**config.mk**
```make
export PLATFORM = sky130hd
export DESIGN_NAME = psds_divider
export DESIGN_NICKNAME = d
export VERILOG_FILES = /design/src/hw/rtl/psds_pkg.sv /design/src/hw/rtl/psds_divider.sv
export SDC_FILE = /design/constraint.sdc
export NUM_CORES = 2
export LEC_CHECK = 0
export BUFFER_PORTS_ARGS = -buffer_cell sky130_fd_sc_hd__clkbuf_2
export CAP_MARGIN = 20
export CORE_MARGIN = 3
export CORE_UTILIZATION = 55
export DETAILED_ROUTE_END_ITERATION = 16
export PLACE_DENSITY = 0.71
export SYNTH_ARGS = -nofsm -noshare
export SYNTH_HDL_FRONTEND = slang
export SYNTH_SLANG_ARGS = --single-unit
```
**constraint.sdc**
```tcl
create_clock -name aclk -period 6.3 [get_ports aclk]
set_input_delay 0.945 -clock aclk [delete_from_list [all_inputs] [get_ports aclk]]
set_output_delay 0.945 -clock aclk [all_outputs]
set_load 0.01 [all_outputs]
```
**src/hw/rtl/psds_pkg.sv**
```systemverilog
// Shared constants, widths and types for the point to segment squared-distance block.
// No dependencies; used by the divider, the top level and the checker.
package psds_pkg;

    // fraction bits of the projection parameter t
    localparam int TFB       = 16;
    // coordinate width and derived datapath widths
    localparam int C_W       = 16;
    localparam int D_W       = C_W + 1;          // differences k and d
    localparam int P_W       = 2 * D_W;          // k.d and d.d products
    localparam int N_W       = P_W + 1;          // numerator sum
    localparam int DEN_W     = 2 * D_W - 1;      // |d|^2, unsigned
    localparam int TW        = TFB + 1;          // clamped t, 0 .. 1.0
    localparam int FX_W      = TFB + D_W + 2;    // offset k + t*d, signed
    localparam int LO_W      = (FX_W + 1) / 2;   // low half for squaring
    localparam int HI_W      = FX_W - LO_W;
    localparam int SQ_W      = 2 * FX_W;
    localparam int SUM_W     = SQ_W + 1;
    localparam int SH        = 2 * TFB - 8;      // keep 8 fraction bits
    localparam int DS_W      = 41;
    localparam int S_TDATA_W = 6 * C_W;
    localparam int M_TDATA_W = ((DS_W + 7) / 8) * 8;
    localparam int M_PAD_W   = M_TDATA_W - DS_W;

    typedef logic signed [D_W-1:0]   diff_t;
    typedef logic signed [P_W-1:0]   prod_t;
    typedef logic signed [N_W-1:0]   num_t;
    typedef logic        [DEN_W-1:0] den_t;
    typedef logic        [TW-1:0]    t_t;
    typedef logic signed [FX_W-1:0]  fx_t;
    typedef logic        [FX_W-1:0]  ax_t;
    typedef logic        [SQ_W-1:0]  sq_t;
    typedef logic        [SUM_W-1:0] sum_t;

    // how t is settled for one item
    typedef enum logic [1:0] {
        T_ZERO = 2'b00,
        T_ONE  = 2'b01,
        T_DIV  = 2'b10
    } tsel_t;

    localparam t_t T_ONE_VAL = t_t'(1) << TFB;

    // payload that rides alongside the divider
    typedef struct packed {
        diff_t kx;
        diff_t ky;
        diff_t dx;
        diff_t dy;
        tsel_t sel;
        logic  seg_pt;
    } side_t;

endpackage

```
**src/hw/rtl/psds_divider.sv**
```systemverilog
// Pipelined restoring divider: one quotient bit per stage, TFB stages.
// Depends on psds_pkg; carries a side_t payload in step with the quotient.
module psds_divider (
    input  logic                      aclk,
    input  logic                      aresetn,
    input  logic                      en,
    input  logic                      in_valid,
    input  logic [psds_pkg::DEN_W-1:0] in_num,
    input  logic [psds_pkg::DEN_W-1:0] in_den,
    input  psds_pkg::side_t           in_side,
    output logic                      out_valid,
    output logic [psds_pkg::TFB-1:0]  out_q,
    output psds_pkg::side_t           out_side
);

    localparam int NS = psds_pkg::TFB;
    localparam int DW = psds_pkg::DEN_W;

    logic              v_reg    [NS];
    logic [DW-1:0]     rem_reg  [NS];
    logic [DW-1:0]     den_reg  [NS];
    logic [NS-1:0]     q_reg    [NS];
    psds_pkg::side_t   side_reg [NS];

    logic              v_next    [NS];
    logic [DW-1:0]     rem_next  [NS];
    logic [DW-1:0]     den_next  [NS];
    logic [NS-1:0]     q_next    [NS];
    psds_pkg::side_t   side_next [NS];

    // one trial subtract per stage, stages independent of each other
    always_comb begin
        logic [DW-1:0]   rem_prev;
        logic [DW-1:0]   den_prev;
        logic [NS-1:0]   q_prev;
        logic [DW:0]     shifted;
        logic [DW:0]     trial;
        logic            take;
        for (int i = 0; i < NS; i++) begin
            if (i == 0) begin
                v_next[i]    = in_valid;
                rem_prev     = in_num;
                den_prev     = in_den;
                q_prev       = '0;
                side_next[i] = in_side;
            end else begin
                v_next[i]    = v_reg[i-1];
                rem_prev     = rem_reg[i-1];
                den_prev     = den_reg[i-1];
                q_prev       = q_reg[i-1];
                side_next[i] = side_reg[i-1];
            end
            shifted     = {rem_prev, 1'b0};
            trial       = shifted - {1'b0, den_prev};
            take        = (shifted >= {1'b0, den_prev});
            rem_next[i] = take ? trial[DW-1:0] : shifted[DW-1:0];
            den_next[i] = den_prev;
            q_next[i]   = {q_prev[NS-2:0], take};
        end
    end

    // valid bits
    always_ff @(posedge aclk) begin
        if (!aresetn) begin
            for (int i = 0; i < NS; i++) v_reg[i] <= 1'b0;
        end else if (en) begin
            for (int i = 0; i < NS; i++) v_reg[i] <= v_next[i];
        end
    end

    // stage payload
    always_ff @(posedge aclk) begin
        if (en) begin
            for (int i = 0; i < NS; i++) begin
                rem_reg[i]  <= rem_next[i];
                den_reg[i]  <= den_next[i];
                q_reg[i]    <= q_next[i];
                side_reg[i] <= side_next[i];
            end
        end
    end

    assign out_valid = v_reg[NS-1];
    assign out_q     = q_reg[NS-1];
    assign out_side  = side_reg[NS-1];

endmodule

```
==> impl_metrics.toml <==
[timing]
fin_crit_ps = 4280
fmaxAchievable_mhz = 234
maxSlewViolCount = 0
clock_skew_ps = 47.4
finalHoldViolCount = 0
setup_viol = 0
setup_tns_ps = 0
worst_pin_slew_ps = 1210
fin_crit_sh_pct = 67.9
grt_setup_unrepaired = "no"
slew_headroom_pct = 19.6

[clock_network]
cts_hold_buf = 0
clk_path_buf_depth = 3
cts_tree = "done"
cts.root.buffer_cell = "clkbuf_16"
clock_latency_ps = 840
cts.clk_slew.worst_paths_ps = 60
numCtsBuffers = 225
cts-resized-gates = 0
clock-sinks = 2278
cts_setup_buffers = 0
h-tree-depth = 4

[detailed_routing]
finalWirelength_mm = 184
drt_iter0_drc = 3331
vias_per_cell = 5.44
drc_errors = 0
vias = 57200
ant_nets = 0
drtPass1Iterations = 5
wl_per_cell_um = 17.5

[global_route]
grt_max_degree = 192
grt_util_all_layers_pct = 19.2
grt_pass1_vias = 58300
antenna_found_initial = 0
overflow = 0
grt_pass1_wl_mm = 296

[floorplanning]
die_h_um = 436
die_area_sq_um = 190000
rows = 157
die_x_um = 436
placeableCoreArea_sq_um = 183000
initial_core_util_pct = 55.4
io_pins = 229

[yosys]
ys_seq_area_share_pct = 67.3
syn_inst = 7529
yosysWarnings = 0
ys_ff_latch = 2278
syn_area_per_cell_sq_um = 13.5
synth_area_leader_cell = "edfxtp_1"
ys_types = 83
synth_edf_count = 2277
yosys-top-cells-area = "edfxtp_1 67%, ha_1 6.5%, o21ai_0 3.0%"
synth_flop_cell = "edfxtp_1"
synthArstFlopShare_pct = 0
synth.cell_area_sq_um = 102000
synth.top_cell.area_share_pct = 67.3
synth_nets = 8212

[worst_hold_path]
hp-start = "in_side[46]"
hold_path_class = "in -> reg"

[setup_path]
start_kind = "flop"
worst-path-buf-inv = 1
critPathSlowestCell = "o21ai_4"
critical_path.startpoint = "rem_reg[0][67]"
crit_chain = "ha_1, nor2b_1, o21ai_1, a21oi_1, or4b_1, a21oi_1, o31a_1, o21ai_0, o21ai_4, buf_4, o21ai_0"
cpPeakStageDelay_ps = 610
crit_fanout = 40
r2r_setup_slack_ps = 2020
crit_family = "compound AO/OA/AOI/OAI gates"
path_class = "reg -> reg"
r2r_start = "rem_reg[0][67]"
crit_path_end_kind = "flop"
arrival_ps = 4850
required_ps = 6870

[final_layout]
drive_above_1_share_pct = 9.07
fin_nets = 8548
antenna_cells = 0
design_area_sq_um = 113000
syn2layout_area_growth_pct = 11.5
ff_latch_area_sq_um = 68400
fillers = 13600
mostFrequentLayoutCells = "2277 x edfxtp_1, 675 x inv_1, 656 x nand2_1, 606 x o21ai_0, 527 x ha_1"
mostFrequentLayoutCell = "edfxtp_1"
multi_input_area_sq_um = 30200
largest_reg_flops = 1136

[power]
power_leakage_nw = 44.2
ir_drop_uv = 251
power.density_nw_per_um2 = 466

[status]
status = "complete, no violations"

[placement]
dp_hpwl_mm = 131
finalWeightedCongestion = 0.956
io_buffers = 228
placed_area_sq_um = 106000

[flow_run]
maxCapViolCount = 0
## synth_stat cells, types with 11 or more instances
master and number:
edfxtp_1 2277, inv_1 675, nand2_1 656, o21ai_0 606, ha_1 527, a21oi_1 478, nor2_1 276, a21o_1 250
xnor2_1 240, xor2_1 197, clkbuf_1 156, nand3_1 100, nand4_1 90, nand2b_1 82, nor3_1 80, o21bai_1 77
nor2b_1 73, mux2_2 67, o21a_1 52, and3_1 51, a31oi_1 46, and2_1 36, a211oi_1 29, o31ai_1 28
mux2_4 26, o211ai_1 22, a21boi_0 20, o41ai_1 19, nor4_1 17, fa_1 15, o31a_1 15, a221oi_1 14
or3_1 14, a41oi_1 13, a311oi_1 11, o2111ai_1 11
## worst reg2reg max path, stage by stage, from the launching register on
cell and delay, ps:
edfxtp_1 390, ha_1 350, nor2b_1 150, o21ai_1 210, a21oi_1 140, or4b_1 590, a21oi_1 330, o31a_1 320
o21ai_0 300, o21ai_4 620, buf_4 450, o21ai_0 180
## path summary, 6_finish.rpt
kind,endpoint,cells after the start
setup / recovery,rem_reg[0][113],11
hold / removal,side_reg[0][46],1
setup reg to reg,rem_reg[0][113],11
hold reg to reg,side_reg[1][354],0
## report_power, final
part	total (W)	switching [W]	internal [W]	leakage [nW]
Combinational	0.0182	0.0107	0.00750	18.3
Clock	0.0131	0.00546	0.00763	3.57
Sequential	0.0215	0.00118	0.0203	22.3
## per-layer routing
layer / global-route usage (%) / up-vias / part of all wire, %
li1: - / 28500 / -
met1: 21.3 / 27100 / 39
met2: 36.1 / 1166 / 53
met3: 2.55 / 465 / 3.1
met4: 9.48 / 0 / 4.8
met5: 0 / - / 0
## cells by family after synthesis
| kind of cell | after synthesis | synth area share, % |
|---|---|---|
| simple gates | 1529 | 6.98 |
| flops | 2278 | 67.3 |
| mux | 99 | 1.19 |
| fa+ha+maj | 542 | 6.78 |
| compound gates | 1797 | 10.8 |
| buf+inv | 847 | 3.18 |
| xor+xnor | 437 | 3.77 |
## per-stage QoR
step	utilization, %	instances	worst slack [ps]	power, W	hold slack, ps
floorplan	-	7529	2810	0.0350	400
global placement	57.8	10100	1850	0.0395	400
detailed placement	57.8	10100	1800	0.0398	405
CTS	61.8	10500	2060	0.0531	179
global route	61.8	10500	1680	0.0562	199
finish	61.8	10500	2020	0.0528	272
## cell type report
cell class              count  area share [%]
clock buffers             270            5.17
clock inverters           140            1.36
inverters                 675            2.24
multi-input cells        4404            26.6
flip-flops and latches   2278            60.4
well taps                2464            2.72
repair buffers            281            1.52
Power figures use the tool's default switching activity.
